==> config.mk <==
export PLATFORM = sky130hd
export DESIGN_NAME = keypad_decimal_entry
export DESIGN_NICKNAME = d
export VERILOG_FILES = /design/src/sv/kde_pkg.sv /design/src/sv/keypad_decimal_entry.sv /design/src/sv/kde_front.sv /design/src/sv/kde_queue.sv /design/src/sv/kde_back.sv
export SDC_FILE = /design/constraint.sdc
export NUM_CORES = 1
export LEC_CHECK = 0
export ABC_AREA = 1
export BUFFER_PORTS_ARGS = -buffer_cell sky130_fd_sc_hd__buf_4
export CAP_MARGIN = 20
export CORE_ASPECT_RATIO = 0.8
export CORE_MARGIN = 3
export CORE_UTILIZATION = 25
export CTS_BUF_LIST = sky130_fd_sc_hd__clkbuf_4 sky130_fd_sc_hd__clkbuf_8 sky130_fd_sc_hd__clkbuf_16
export CTS_CLUSTER_SIZE = 30
export DETAILED_ROUTE_END_ITERATION = 6
export HOLD_SLACK_MARGIN = 0.12
export PLACE_DENSITY = 0.41
export SLEW_MARGIN = 20
export SYNTH_ARGS = -nofsm -noshare
export SYNTH_HDL_FRONTEND = slang
export SYNTH_SLANG_ARGS = --single-unit
==> constraint.sdc <==
create_clock -name clk -period 20 [get_ports clk]
set_input_delay 1 -clock clk [delete_from_list [all_inputs] [get_ports clk]]
set_output_delay 1 -clock clk [all_outputs]
set_load 0.05 [all_outputs]
==> src/sv/kde_pkg.sv <==
// ----------------------------------------------------------------------------
// kde_pkg - shared types and constants for keypad decimal entry
// Key actions, operator codes, field widths and the key decode function.
// ----------------------------------------------------------------------------
package kde_pkg;

  localparam int unsigned MaxDigitsDef = 9;   // default digit store depth
  localparam int unsigned KeyW         = 16;  // keypad snapshot width
  localparam int unsigned DigitW       = 4;   // one bcd digit
  localparam int unsigned CountW       = 4;   // digit count
  localparam int unsigned ValueW       = 30;  // nine decimal digits fit in 30 bits
  localparam int unsigned OpW          = 3;
  localparam int unsigned HighW        = 14;
  localparam int unsigned LowW         = 16;
  localparam int unsigned ShownDigits  = 9;
  localparam int unsigned ShownW       = ShownDigits * DigitW;
  localparam int unsigned InDataW      = 16;
  localparam int unsigned OutFieldsW   = OpW + HighW + LowW + ShownW + CountW;
  localparam int unsigned OutDataW     = ((OutFieldsW + 7) / 8) * 8;
  localparam int unsigned FifoDepth    = 2;

  // output tdata bit positions, lowest field first
  localparam int unsigned OpLsb     = 0;
  localparam int unsigned HighLsb   = OpLsb + OpW;
  localparam int unsigned LowLsb    = HighLsb + HighW;
  localparam int unsigned ShownLsb  = LowLsb + LowW;
  localparam int unsigned LengthLsb = ShownLsb + ShownW;

  typedef enum logic [1:0] {
    ACT_DIGIT,
    ACT_BACKSPACE,
    ACT_OPER
  } act_kind_t;

  typedef struct packed {
    act_kind_t         kind;
    logic [DigitW-1:0] code;   // digit value or operator code
  } action_t;

  localparam logic [DigitW-1:0] OP_DIVIDE   = 4'd0;
  localparam logic [DigitW-1:0] OP_MULTIPLY = 4'd1;
  localparam logic [DigitW-1:0] OP_SUBTRACT = 4'd2;
  localparam logic [DigitW-1:0] OP_EQUALS   = 4'd3;
  localparam logic [DigitW-1:0] OP_ADD      = 4'd4;

  // per key index (row*4 + column)
  localparam action_t KeyAction [16] = '{
    '{ACT_DIGIT, 4'd7}, '{ACT_DIGIT, 4'd8}, '{ACT_DIGIT, 4'd9}, '{ACT_OPER, OP_DIVIDE},
    '{ACT_DIGIT, 4'd4}, '{ACT_DIGIT, 4'd5}, '{ACT_DIGIT, 4'd6}, '{ACT_OPER, OP_MULTIPLY},
    '{ACT_DIGIT, 4'd1}, '{ACT_DIGIT, 4'd2}, '{ACT_DIGIT, 4'd3}, '{ACT_OPER, OP_SUBTRACT},
    '{ACT_BACKSPACE, 4'd0}, '{ACT_DIGIT, 4'd0}, '{ACT_OPER, OP_EQUALS}, '{ACT_OPER, OP_ADD}
  };

  // lowest pressed row within the highest pressed column
  function automatic logic [3:0] choose_key(input logic [KeyW-1:0] keys);
    logic [1:0] col;
    logic [1:0] row;
    col = '0;
    row = '0;
    for (int c = 0; c < 4; c++) begin
      if (keys[c] || keys[4 + c] || keys[8 + c] || keys[12 + c]) col = 2'(c);
    end
    for (int r = 3; r >= 0; r--) begin
      if (keys[{2'(r), col}]) row = 2'(r);
    end
    return {row, col};
  endfunction

endpackage

==> src/sv/keypad_decimal_entry.sv <==
// ----------------------------------------------------------------------------
// keypad_decimal_entry - decimal number entry from 4x4 keypad snapshots
// Turns keypad snapshots into digit edits and operator sends.
// ----------------------------------------------------------------------------
// usage:
//   s_* channel: one 16-bit keypad snapshot per transaction, bit row*4+column
//   set for each pressed key. an all-zero snapshot is taken and gives nothing.
//   m_* channel: one result per non-empty snapshot. m_tuser flags an operator
//   send; m_tdata carries op code, the 30-bit value split high/low, the nine
//   shown bcd digits (first digit lowest) and the digit count.
//   throughput: one snapshot per cycle while results are taken; the back end
//   updates the digit store and the running binary value for each key.
//   result path: the action queue is written at the accepting edge, and the
//   result register is loaded when the back end pops that action, once the
//   result side is free.
//   the running value is kept alongside the digits, with per-position prefix
//   values so that backspace needs no division.
//   reset: synchronous, clears the digit count, value, queue and result valid.
//   stall: a held result keeps m_tdata steady; the two-entry queue absorbs
//   input until full, then s_tready drops while the result stays held.
// ----------------------------------------------------------------------------
module keypad_decimal_entry #(
  parameter int unsigned MAX_DIGITS = kde_pkg::MaxDigitsDef
) (
  input  logic                         clk,
  input  logic                         rst,
  input  logic                         s_tvalid,
  output logic                         s_tready,
  input  logic [kde_pkg::InDataW-1:0]  s_tdata,   // [15:0] pressed_keys
  output logic                         m_tvalid,
  input  logic                         m_tready,
  // [2:0] op_code, [16:3] value_high, [32:17] value_low,
  // [68:33] shown_digits, [72:69] shown_length, [79:73] zero
  output logic [kde_pkg::OutDataW-1:0] m_tdata,
  output logic                         m_tuser    // [0] send_valid
);
  import kde_pkg::*;

  // front to queue
  logic    push_valid;
  logic    push_ready;
  action_t push_action;
  // queue to back
  logic    pop_valid;
  logic    pop_ready;
  action_t pop_action;

  // decode the snapshot into one action
  kde_front u_front (
    .s_tvalid    (s_tvalid),
    .s_tready    (s_tready),
    .s_tdata     (s_tdata),
    .push_valid  (push_valid),
    .push_ready  (push_ready),
    .push_action (push_action)
  );

  // lets intake and result delivery stall independently
  kde_queue u_queue (
    .clk         (clk),
    .rst         (rst),
    .push_valid  (push_valid),
    .push_ready  (push_ready),
    .push_action (push_action),
    .pop_valid   (pop_valid),
    .pop_ready   (pop_ready),
    .pop_action  (pop_action)
  );

  // digit store, value tracking and the result register
  kde_back #(
    .MAX_DIGITS (MAX_DIGITS)
  ) u_back (
    .clk        (clk),
    .rst        (rst),
    .pop_valid  (pop_valid),
    .pop_ready  (pop_ready),
    .pop_action (pop_action),
    .m_tvalid   (m_tvalid),
    .m_tready   (m_tready),
    .m_tdata    (m_tdata),
    .m_tuser    (m_tuser)
  );

endmodule

==> src/sv/kde_front.sv <==
// ----------------------------------------------------------------------------
// kde_front - snapshot intake and key classification
// Drops empty snapshots, picks the active key and pushes its action.
// ----------------------------------------------------------------------------
module kde_front (
  input  logic                       s_tvalid,
  output logic                       s_tready,
  input  logic [kde_pkg::InDataW-1:0] s_tdata,   // [15:0] pressed_keys
  output logic                       push_valid,
  input  logic                       push_ready,
  output kde_pkg::action_t           push_action
);
  import kde_pkg::*;

  assign s_tready    = push_ready;
  // an empty snapshot is taken but makes no action
  assign push_valid  = s_tvalid && (s_tdata != '0);
  assign push_action = KeyAction[choose_key(s_tdata)];

endmodule

==> src/sv/kde_queue.sv <==
// ----------------------------------------------------------------------------
// kde_queue - short action queue between front and back
// Register-based fifo, push and pop in the same cycle when full.
// ----------------------------------------------------------------------------
module kde_queue (
  input  logic             clk,
  input  logic             rst,
  input  logic             push_valid,
  output logic             push_ready,
  input  kde_pkg::action_t push_action,
  output logic             pop_valid,
  input  logic             pop_ready,
  output kde_pkg::action_t pop_action
);
  import kde_pkg::*;

  localparam int unsigned PtrW = (FifoDepth > 1) ? $clog2(FifoDepth) : 1;
  localparam int unsigned CntW = $clog2(FifoDepth + 1);

  action_t         slots [FifoDepth];
  logic [PtrW-1:0] wr_ptr;
  logic [PtrW-1:0] rd_ptr;
  logic [CntW-1:0] fill;
  logic            do_push;
  logic            do_pop;

  assign do_pop     = pop_valid && pop_ready;
  assign push_ready = (fill != CntW'(FifoDepth)) || pop_ready;
  assign do_push    = push_valid && push_ready;
  assign pop_valid  = (fill != '0);
  assign pop_action = slots[rd_ptr];

  always_ff @(posedge clk) begin
    if (rst) begin
      wr_ptr <= '0;
      rd_ptr <= '0;
      fill   <= '0;
    end else begin
      if (do_push) begin
        wr_ptr <= (wr_ptr == PtrW'(FifoDepth - 1)) ? '0 : wr_ptr + 1'b1;
      end
      if (do_pop) begin
        rd_ptr <= (rd_ptr == PtrW'(FifoDepth - 1)) ? '0 : rd_ptr + 1'b1;
      end
      if (do_push && !do_pop) begin
        fill <= fill + 1'b1;
      end else if (do_pop && !do_push) begin
        fill <= fill - 1'b1;
      end
    end
  end

  always_ff @(posedge clk) begin
    if (do_push) begin
      slots[wr_ptr] <= push_action;
    end
  end

endmodule

==> src/sv/kde_back.sv <==
// ----------------------------------------------------------------------------
// kde_back - digit store, running value and result register
// Applies one action per cycle while the result is free or being taken, and holds the result until taken.
// ----------------------------------------------------------------------------
module kde_back #(
  parameter int unsigned MAX_DIGITS = kde_pkg::MaxDigitsDef
) (
  input  logic                         clk,
  input  logic                         rst,
  input  logic                         pop_valid,
  output logic                         pop_ready,
  input  kde_pkg::action_t             pop_action,
  output logic                         m_tvalid,
  input  logic                         m_tready,
  output logic [kde_pkg::OutDataW-1:0] m_tdata,  // op, high, low, digits, length
  output logic                         m_tuser   // [0] send_valid
);
  import kde_pkg::*;

  localparam int unsigned IdxW = (MAX_DIGITS > 1) ? $clog2(MAX_DIGITS) : 1;

  logic [DigitW-1:0] digits      [MAX_DIGITS];
  logic [DigitW-1:0] digits_next [MAX_DIGITS];
  logic [ValueW-1:0] prefix      [MAX_DIGITS];  // value of the digits below each entry
  logic [CountW-1:0] count;
  logic [CountW-1:0] count_next;
  logic [ValueW-1:0] value;
  logic [ValueW-1:0] value_next;

  logic              full;
  logic [CountW-1:0] count_dec;
  logic [IdxW-1:0]   last_idx;
  logic [IdxW-1:0]   tail_idx;
  logic [ValueW-1:0] prefix_rd;
  logic [ValueW-1:0] mul_base;
  logic [ValueW-1:0] times_ten;
  logic              pf_we;
  logic              do_pop;

  logic              send_next;
  logic [OpW-1:0]    op_next;
  logic [ValueW-1:0] sent_next;
  logic [ShownW-1:0] shown_next;

  logic              out_send;
  logic [OpW-1:0]    out_op;
  logic [ValueW-1:0] out_value;
  logic [ShownW-1:0] out_shown;
  logic [CountW-1:0] out_length;

  assign pop_ready = !m_tvalid || m_tready;
  assign do_pop    = pop_valid && pop_ready;

  assign full      = (count >= CountW'(MAX_DIGITS));
  assign count_dec = count - 1'b1;
  assign last_idx  = count_dec[IdxW-1:0];
  assign tail_idx  = count[IdxW-1:0];
  assign prefix_rd = prefix[last_idx];
  // replacing the last digit restarts from the prefix below it
  assign mul_base  = full ? prefix_rd : value;
  assign times_ten = ValueW'({mul_base, 3'b000} + {mul_base, 1'b0}
                             + (ValueW + 3)'(pop_action.code));

  always_comb begin
    digits_next = digits;
    count_next  = count;
    value_next  = value;
    pf_we       = 1'b0;
    send_next   = 1'b0;
    op_next     = '0;
    sent_next   = '0;
    case (pop_action.kind)
      ACT_DIGIT: begin
        value_next = times_ten;
        if (full) begin
          digits_next[MAX_DIGITS-1] = pop_action.code;
        end else begin
          digits_next[tail_idx] = pop_action.code;
          pf_we                 = 1'b1;
          count_next            = count + 1'b1;
        end
      end
      ACT_BACKSPACE: begin
        if (count != '0) begin
          count_next = count_dec;
          value_next = prefix_rd;
        end
      end
      ACT_OPER: begin
        send_next  = 1'b1;
        op_next    = pop_action.code[OpW-1:0];
        sent_next  = value;
        count_next = '0;
        value_next = '0;
      end
      default: begin
        count_next = count;
      end
    endcase
  end

  // digits at or past the count read as zero
  always_comb begin
    shown_next = '0;
    for (int i = 0; i < MAX_DIGITS; i++) begin
      if (CountW'(i) < count_next) shown_next[DigitW*i +: DigitW] = digits_next[i];
    end
  end

  always_ff @(posedge clk) begin
    if (rst) begin
      count    <= '0;
      value    <= '0;
      m_tvalid <= 1'b0;
    end else begin
      if (do_pop) begin
        count    <= count_next;
        value    <= value_next;
        m_tvalid <= 1'b1;
      end else if (m_tready) begin
        m_tvalid <= 1'b0;
      end
    end
  end

  always_ff @(posedge clk) begin
    if (do_pop) begin
      digits     <= digits_next;
      out_send   <= send_next;
      out_op     <= op_next;
      out_value  <= sent_next;
      out_shown  <= shown_next;
      out_length <= count_next;
      if (pf_we) begin
        prefix[tail_idx] <= value;
      end
    end
  end

  assign m_tuser = out_send;
  assign m_tdata = {(OutDataW - OutFieldsW)'(0), out_length, out_shown,
                    out_value[LowW-1:0], out_value[ValueW-1:LowW], out_op};

endmodule

# Word-level counts from Yosys, hierarchy flattened
# Memories as Yosys holds them, arrays and structs flattened. A register that Yosys moved wholly into a read port is not among the register bits.
# Index checks and enable logic that the tools add are counted.
# totals
regBits	149
ram_bits	282
romBits	96
output_inout_bits	83
n_memories	3
# op_classes
add_sub_neg	8
n_lt_le_gt_ge	17
n_eq_ne	4
mux	45
bitwise	2
reduce_logical	28
# memory_table
name	depth	word_bits	rd	rd_clocked_by_memory_dff	write_ports	line_no	source
u_back.prefix	9	30	1	0	1	kde_back.sv:24	logic [ValueW-1:0] prefix [MAX_DIGITS];
(name not given)	16	6	1	0	0	kde_front.sv:18	assign push_action = KeyAction[choose_key(s_tdata)];
u_queue.slots	2	6	1	1	1	kde_queue.sv:20	action_t slots [FifoDepth];
# op_table
operator	count
one-hot mux 30 bit (3 select lines)	1
bitwise mux 36 bit	1
2-to-1 mux 36 bit	1
2-to-1 mux 32 bit	1
adder 30 bit	1
adder 30 x 4 -> 30 bit	1
2-to-1 mux 30 bit	1
2-to-1 mux 29 bit	1
2-to-1 mux 1 bit	19
demux 4 bit (select 4 bit)	1
< comparator 3 x 4 -> 1 bit, first input constant	4
2-to-1 mux 2 bit	8
2-to-1 mux 4 bit	4
nonzero test 16 bit	1
2-to-1 mux 6 bit	2
one-hot mux 4 bit (3 select lines)	1
logical OR 1 bit	11
>= comparator 5 bit, second input constant	2
< comparator 4 x 5 -> 1 bit, second input constant	2
NOT 4 -> 5 bit	2
binary-select mux 1 bit (select 2 bit)	4
< comparator 1 x 4 -> 1 bit, first input constant	2
< comparator 2 x 4 -> 1 bit, first input constant	2
logical AND 1 bit	6
other kinds (20)	25

# Longest topological paths before layout
# Gate-level depths: netlist of run 1.
# depth
word_depth	16
mapped_depth	30
ltp_nobuf	26

# By module
# From an unflattened synthesis of run 1, not the netlist that was laid out.
# unflattened
hier_cells	1946
area_unflattened_um2	20472.1
# by_module_without_submodules
mod	instances	cells_per_inst	area_each_um2	seq_area_each_um2
kde_back	1	1804	19185.9	12111.6
kde_queue	1	56	728.2	460.4
kde_front	1	86	558.0	0.0

# Least setup slack after synthesis of run 1
# No wires, ideal clock.
# synth_timing
kind	input port to flip-flop
from	in m_tready
to	mem u_back.prefix[8][0] (enable)
arrival_time_ns	7.344
slack_ns	12.201
cell_stages	5
n_path_buf	1
cell_sequence	nor2_1 a21oi_2 inv_1 clkbuf_1 nor3_1
# synth_between
elab_chain_len	4
# synth_rtl
item	line_no	source
start: declaration	keypad_decimal_entry.sv:31	input logic m_tready,
logical OR 1 bit	kde_back.sv:51	assign pop_ready = !m_tvalid || m_tready;
logical AND 1 bit	kde_back.sv:52	assign do_pop = pop_valid && pop_ready;
via u_back.do_pop	kde_back.sv:38	logic do_pop;
2-to-1 mux 1 bit	kde_back.sv:127	if (do_pop) begin
2-to-1 mux 1 bit (not written as such)	kde_back.sv:135	prefix[tail_idx] <= value;
end: declaration	kde_back.sv:24	
# The timed path passes the listed nets, and every way through them passes these cells.

# Worst setup path in the final report of run 1
# layout_timing
from	reg u_back.count[0]
to	reg u_back.value[19]
# layout_between
elab_chain_len	6
# layout_rtl
item	line_no	source
start: declaration	kde_back.sv:25	logic [CountW-1:0] count;
start signal: assignment	kde_back.sv:117	count <= count_next;
subtractor 4 x 1 -> 4 bit	kde_back.sv:55	assign count_dec = count - 1'b1;
memory (9 x 30 bit)	-	
2-to-1 mux 29 bit	kde_back.sv:60	assign mul_base = full ? prefix_rd : value;
adder 30 bit	kde_back.sv:61	assign times_ten = ValueW'({mul_base, 3'b000} + {mul_base, 1'b0}
adder 30 x 4 -> 30 bit	kde_back.sv:62	+ (ValueW + 3)'(pop_action.code));
one-hot mux 30 bit (3 select lines)	kde_back.sv:72	case (pop_action.kind)
end signal: assignment	kde_back.sv:118	value <= value_next;
end: declaration	kde_back.sv:27	logic [ValueW-1:0] value;
# Several ways; a longest one is shown, not always the timed one. The select of a mux whose other input is x is not followed.
# A chain may end at the register's enable or synchronous reset.

==> results.md, run 1 <==
* Status: finished clean
* Number of global-route vias before repair at roughly 14000
* DRT iter0 DRCs at 1080
* Clock Tree Buf Depth at 3
* Crit Path Class: flop to flop
* Relative slew margins at 0.3500
* Post-CTS Hold Fix Bufs at 0
* Worst-skew pair later-pin latency at around 600 ps
* Initial antenna violation count at 0
* CTS tree: yes
* Clock sinks at between 400 and 500
* Post-synthesis mux area share at 0.0004947
* Initial Util at 0.2547
* R2R depth at 21
* First-pass GRT wire length at 88220 µm
* Largest family of logic cells by synthesized area: simple AND/OR/NAND/NOR gates
* # setup viols final at 0
* Share of the synthesized area in the top cell type at 0.5818
* PD cells at about 180 nW/µm²
* Synth Area in XOR/XNOR at 0.0008657
* WP depth at 21
* Yosys top cell by area: edfxtp_1
* Worst vdd rail ir drop at 0.09884 mV
* Largest net degree at the start of global routing at 86
* Final slew viol count at 0
* Root Buffer Master: clkbuf_16
* Syn Area/Cell at roughly 10 µm²
* Yosys cell types at 55
* R2R Setup Slk at about 14000 ps
* Period utilization at 0.2989
* Critical Path End Type: flop
* Setup bufs post-CTS at 0
* CP bufs+invs at 5
* Port Buf Inserts at 95
* Worst hold path depth at 1
* Adder-cell share of the synthesized area at 0.04279
* Final Hold Viols at 0
* Core ar. at approximately 79000 µm²
* Crit path max-delay family: compound AO/OA/AOI/OAI gates
* Reg-to-reg startpoint: u_back.count[0]
* DIE AREA at ~84000 µm²
* GRT Overall Usage at 0.1361
* TritonRoute pass-1 iters at 6
* Layout Nets at 2107
* Final ANT Viol Nets at 0
* Gpl congestion at around 0.86
* Drc violations at 0
* Seq cells post-synth at about 430
* Area Overhead vs Synth at 16.95%
* Total gr overflow at 0
* Slowest CP cell: dfxtp_4
* Post-Synthesis Cell Area at roughly 20000 µm²
* Compound-Gate Fraction of Synth Area at 0.1231
* Crit path max fanout at 60
* Cell mode on critical path: o21ai_0
* Maxcap violations at 0
* Leak pwr at 9.168 nW
* I/O Pins at between 100 and 150
* Critical Path Start Type: flop
* Post-Synth Simple-Gate Area at 0.1532
* CP cell instances: clkinv_2, ha_2, buf_4, inv_2, buf_4, o21ai_0, o22ai_1, nand2_1, nand3_1, o21ai_1, o21ai_0, ha_1, ha_1, nand2_1, inv_1, a21oi_1, o21ai_0, a21oi_1, o21bai_1, o21ai_0, a21oi_1
* Fin Clk Skew at roughly 24 ps
* Dominant synthesized flop cell: edfxtp_1
* Hold path endpoint: u_queue.rd_ptr
* Antenna fix cells at 0
* Crit-path max cell delay at between 800 and 900 ps
* Tmin final at between 5000 and 6000 ps
* Data arrival, critical path at 6440 ps
* Final setup TNS at 0 ps
* RSZ-0062 raised after global routing: false
* Die width at 324.1 µm
* Vias at 14377
* H-tree depth at 2
* Worst Hold Class: flop to flop
* Layout cells sized above 1 at 0.1374
* CTS buffer count at 50
* Die height at between 200 and 300 µm
* Worst slew pin tran at 975.0 ps
* HPWL after detailed placement at about 36000 µm
* Vias/cell at around 4.6
* Post-synth EDFFs at a little under 400
* Post-cts resize count at 0
* Worst-path clk slew at approximately 60 ps
* Hold slack at between 400 and 500 ps
* Async S/R FF share, synth at 0
* CP required at slightly above 20000 ps
* Fmax at roughly 170 MHz
* Post-Synthesis Cells at just under 2000
* Synth area leaders: edfxtp_1, nand2_1, o21ai_0
* WL/cell at around 19 µm
* Yosys warnings at 0
* Sequential area share after synthesis at 0.6214
* Min-Delay Startpoint: u_queue.rd_ptr
* DRT Wirelength at slightly below 60000 µm
* R2r endpoint: u_back.value[19]
* Row cnt at 92
-- per-layer routing --
layer,share of wire,track usage
met2,0.43,0.2074
met1,0.51,0.2027
met5,0,0
met3,0.040,0.01938
met4,0.018,0.03212
-- cell usage in the layout, fill, tap and decap left out, types with 11 or more instances in the layout --
cell type	count
edfxtp_1	392
nand2_1	337
o21ai_0	220
inv_1	163
nor2_1	145
nand3_1	131
buf_4	123
a21oi_1	82
ha_1	64
clkbuf_16	51
o22ai_1	39
dfxtp_1	39
a31oi_1	25
o21ai_1	22
or2_2	22
or2_1	15
inv_2	14
a211oi_1	12
clkbuf_4	12
clkinv_2	11
-- stage by stage --
stage	instances	instance area [µm²]	util	worst slack, ps	power, W
2_1_floorplan	1935	20260	-	12200	0.002768
3_3_place_gp	3001	22060	0.2777	14050	0.003395
3_5_place_dp	3001	22060	0.2777	14030	0.003396
4_1_cts	3093	23660	0.2979	14030	0.004318
5_1_grt	3093	23660	0.2979	13560	0.004577
6_report	3093	23660	0.2979	14020	0.004260
-- report_power, final --
part / internal [W] / switching (W) / total, W
clock network: 0.000524 / 0.000377 / 0.000901
registers: 0.00127 / 0.000147 / 0.00142
logic: 0.000540 / 0.00140 / 0.00194
total: 0.00233 / 0.00193 / 0.00426
-- synth_stat cells (all sizes together), types with 5 or more instances --
cell type	number
inv	178
nand4	11
or2	40
o211ai	5
edfxtp	392
dfxtp	40
nor4	6
and2	5
ha	66
nor2	155
a21boi	5
nand2	347
o21bai	8
o21ai	244
clkbuf	33
a211oi	12
a31oi	25
o22ai	39
buf	58
o21a	8
a21oi	86
nand3	134
nor3	11
-- state kept, by name (all words and copies together) (netlist names), 2 cells and up, named ones only --
signal,cells
u_back.count,4
u_queue.fill,2
u_back.out_op,3
u_back.prefix,270
u_back.out_length,4
u_back.out_value,30
u_back.out_shown,36
u_back.value,30
u_back.digits,36
u_queue.slots,12
-- logic make-up (layout without fill, tap and decap cells) --
logic type,after synthesis,count (layout)
XOR/XNOR,2,2
adder cells (fa/ha/maj),68,68
AND/OR/NAND/NOR,710,710
buffers and inverters,270,394
multiplexers,1,1
other,1,7
flip-flops,432,432
AO/OA/AOI/OAI,445,445
-- final cells by class --
| class | count | area, µm² |
|---|---|---|
| Fill cell | 8264 | 55760 |
| Sequential cell | 432 | 12580 |
| Multi-Input combinational cell | 1233 | 6589 |
| Clock buffer | 63 | 1366 |
| Tap cell | 1034 | 1294 |
| Timing Repair Buffer | 123 | 923.4 |
| Inverter | 179 | 674.4 |
| Clock inverter | 29 | 240.2 |
-- worst max path at each step --
stage / startpoint / end
floorplan: m_tready / u_back.prefix[8][0]
global placement: u_back.count[0] / u_back.value[26]
detailed placement: u_back.count[0] / u_back.value[26]
CTS: u_back.count[0] / u_back.value[26]
global route: u_back.count[0] / u_back.value[26]
finish: u_back.count[0] / u_back.value[19]
-- worst register-to-register path: stages (launching register included) --
cell,delay [ps]
dfxtp_4,820
clkinv_2,150
ha_2,300
buf_4,230
inv_2,380
buf_4,590
o21ai_0,210
o22ai_1,160
nand2_1,70
nand3_1,90
o21ai_1,110
o21ai_0,440
ha_1,320
ha_1,380
nand2_1,170
inv_1,50
a21oi_1,210
o21ai_0,160
a21oi_1,310
o21bai_1,160
o21ai_0,420
a21oi_1,110
No activity file was read; power rests on OpenSTA's default activity.
==> inputs of run 2 (changes only) <==
- ABC_AREA: 1 -> 0
- clock period: 20 -> 5.5 ns (I/O delays scaled with it)
==> run 2 against run 1 <==
Compared with the run above: sequential share of layout area up 1.5 points; worst setup slack worse by 14000 ps; core utilization up 0.37 points; cell area down 2.7%; clock-buffer cell count down 2; global-route usage down 1.6 points; cell count down 18%.
==> results.md, run 2 <==
* Post-synthesis mux area share at 0.08894
* Area Overhead vs Synth at 18.10%
* PD cells at 572.1 nW/µm²
* Vias at approximately 12000
* Async S/R FF share, synth at 0
* Commonest non-fill, non-tap cells in the layout: edfxtp_1, nand2_1, buf_4, nor2_1, o21ai_0
* Post-cts resize count at 0
* Leak pwr at a little over 8 nW
* Yosys top cell by area: edfxtp_1
* Root Buffer Master: clkbuf_16
* TritonRoute pass-1 iters at 5
* Setup bufs post-CTS at 0
* Top cells by count, synth: edfxtp_1, nand2_1, nor2_1, o21ai_0, a21oi_1
* Final Hold Viols at 0
* Maxcap violations at 0
* Clock Tree Buf Depth at 3
* Seq cells post-synth at between 400 and 500
* Adder-cell share of the synthesized area at 0.04441
* DRT iter0 DRCs at 748
* Period utilization at 0.9121
* Min-Delay Startpoint: rst
* RSZ-0062 raised after global routing: false
* Final setup TNS at 0 ps
* CTS buffer count at 46
* Worst hold path depth at 2
* Final slew viol count at 0
* Hold path endpoint: u_back.value[19]
* Syn Area/Cell at ~14 µm²
* Synth area leaders: edfxtp_1, mux4_2, ha_1
* Post-Synth Simple-Gate Area at 0.08490
* Worst vdd rail ir drop at 0.2658 mV
* Vias/cell at 4.572
* Critical Path Start Type: flop
* Fin Clk Skew at roughly 34 ps
* Post-Synthesis Cell Area at around 20000 µm²
* Number of global-route vias before repair at approximately 12000
* Gpl congestion at slightly below 0.8
* Sequential area share after synthesis at 0.6448
* HPWL after detailed placement at ~32000 µm
* Top reg by flops: u_back.prefix
* Worst-path clk slew at ~70 ps
* Commonest non-fill, non-tap cell in the layout: edfxtp_1
* CTS tree: yes
* Reg-to-reg startpoint: u_back.count[1]
* Total gr overflow at 0
* Fmax at about 200 MHz
* Most common cell in the synthesized netlist: edfxtp_1
* CP required at a little under 6000 ps
* Worst setup path start: u_back.count[1]
* Critical Path End Type: flop
* Largest family of logic cells by synthesized area: compound AO/OA/AOI/OAI gates
* R2R depth at 20
* Core ar. at around 76000 µm²
* GRT Overall Usage at 0.1201
* Crit Path Class: flop to flop
* Crit path max fanout at 23
* Post-Synthesis Cells at ~1400
* Post-synth EDFFs at 392
* Compound-Gate Fraction of Synth Area at 0.09523
* Port Buf Inserts at 95
* R2r endpoint: u_back.value[20]
* Dominant synthesized flop cell: edfxtp_1
* Initial Util at 0.2554
* Antenna fix cells at 0
* Final ANT Viol Nets at 0
* Largest regs: u_back.prefix: 270 flops, u_back.digits: 36 flops, u_back.out_shown: 36 flops
* Post-CTS Hold Fix Bufs at 2
* Status: finished clean
* Yosys cell types at between 70 and 80
* Core Util, Final at 0.3016
* I/O Pins at approximately 100
* Largest net degree at the start of global routing at 76
* Yosys warnings at 0
* Worst slew pin tran at about 1000 ps
* Die width at between 300 and 400 µm
* H-tree depth at 2
* First-pass GRT wire length at 75980 µm
* Die height at about 260 µm
* Synth Area in XOR/XNOR at 0.01470
* Drc violations at 0
* Tmin final at around 5000 ps
* DIE AREA at slightly above 80000 µm²
* Clock sinks at around 430
* Worst Hold Class: input port to flop
* # setup viols final at 0
* Share of the synthesized area in the top cell type at 0.6037
* Layout Nets at between 1500 and 2000
* Fillcell total at just under 8000
* Row cnt at 90
* DRT Wirelength at a little under 50000 µm
* Initial antenna violation count at 2
* Data arrival, critical path at approximately 5500 ps
* Worst-skew pair later-pin latency at 590 ps
* R2R Setup Slk at 480 ps
* WL/cell at roughly 19 µm
* Largest register FFs at between 200 and 300
* Layout cells sized above 1 at 0.1930
* Relative slew margins at 0.3307
run 2: critical path, stage by stage, from the launching register on:
cell	delay (ps)
dfxtp_1	390
inv_1	140
ha_2	550
buf_12	230
mux4_2	320
mux2i_1	160
nand2_1	80
o21ai_0	150
o21ai_0	260
ha_1	360
ha_1	180
inv_1	60
fa_1	400
nand2b_1	180
a21oi_1	240
o311ai_1	190
a31oi_1	200
nor2b_1	100
o31ai_1	370
mux2i_1	230
nor3_1	60
run 2: per-layer routing:
| metal | vias to the layer above | part of all wire | global-route usage |
|---|---|---|---|
| li1 | 5521 | - | - |
| met1 | 5857 | 0.50 | 0.1769 |
| met2 | 219 | 0.44 | 0.1809 |
| met3 | 64 | 0.043 | 0.02277 |
| met4 | 2 | 0.020 | 0.03065 |
| met5 | - | 0.00020 | 0 |
run 2: how the worst max path moves through the flow:
stage / endpoint / slack, ps
2_1_floorplan: u_back.value[27] / 560
3_3_place_gp: u_back.value[27] / 530
3_5_place_dp: u_back.value[20] / 490
4_1_cts: u_back.value[20] / 450
5_1_grt: u_back.value[20] / 30
6_report: u_back.value[20] / 480
run 2: kinds of logic (layout without fill, tap and decap cells):
family                   Yosys count  count (layout)
flip-flops                       432             432
AND/OR/NAND/NOR                  354             354
AO/OA/AOI/OAI                    298             298
buffers and inverters            121             251
multiplexers                      98              98
adder cells (fa/ha/maj)           68              68
XOR/XNOR                          31              31
other                              1               7
run 2: stage by stage:
stage	total power [W]	cells	worst slack, ps	hold slack (ps)	area [µm²]
global placement	0.01010	2465	533.7	499.4	21450
detailed placement	0.01014	2465	486.4	505.2	21450
finish	0.01317	2551	483.5	179.4	23030
CTS	0.01339	2551	449.5	142.1	23020
global route	0.01403	2551	30.00	174.5	23030
floorplan	0.008482	1409	560.8	470.9	19520
run 2: cell type report:
class | instances | area [µm²] | area share
Sequential cell | 432 | 12580 | 0.5462
Multi-Input combinational cell | 856 | 6502 | 0.2824
Clock buffer | 61 | 1313 | 0.05700
Tap cell | 1012 | 1266 | 0.05499
Timing Repair Buffer | 124 | 960.9 | 0.04173
Clock inverter | 23 | 241.5 | 0.01049
Inverter | 43 | 166.4 | 0.007227
run 2: power breakdown:
part / internal, W / leakage [nW] / total [W] / switching, W
Sequential: 0.00453 / 4.00 / 0.00498 / 0.000454
Combinational: 0.00165 / 3.48 / 0.00499 / 0.00334
Clock: 0.00188 / 0.780 / 0.00320 / 0.00133
Total: 0.00805 / 8.26 / 0.0132 / 0.00512
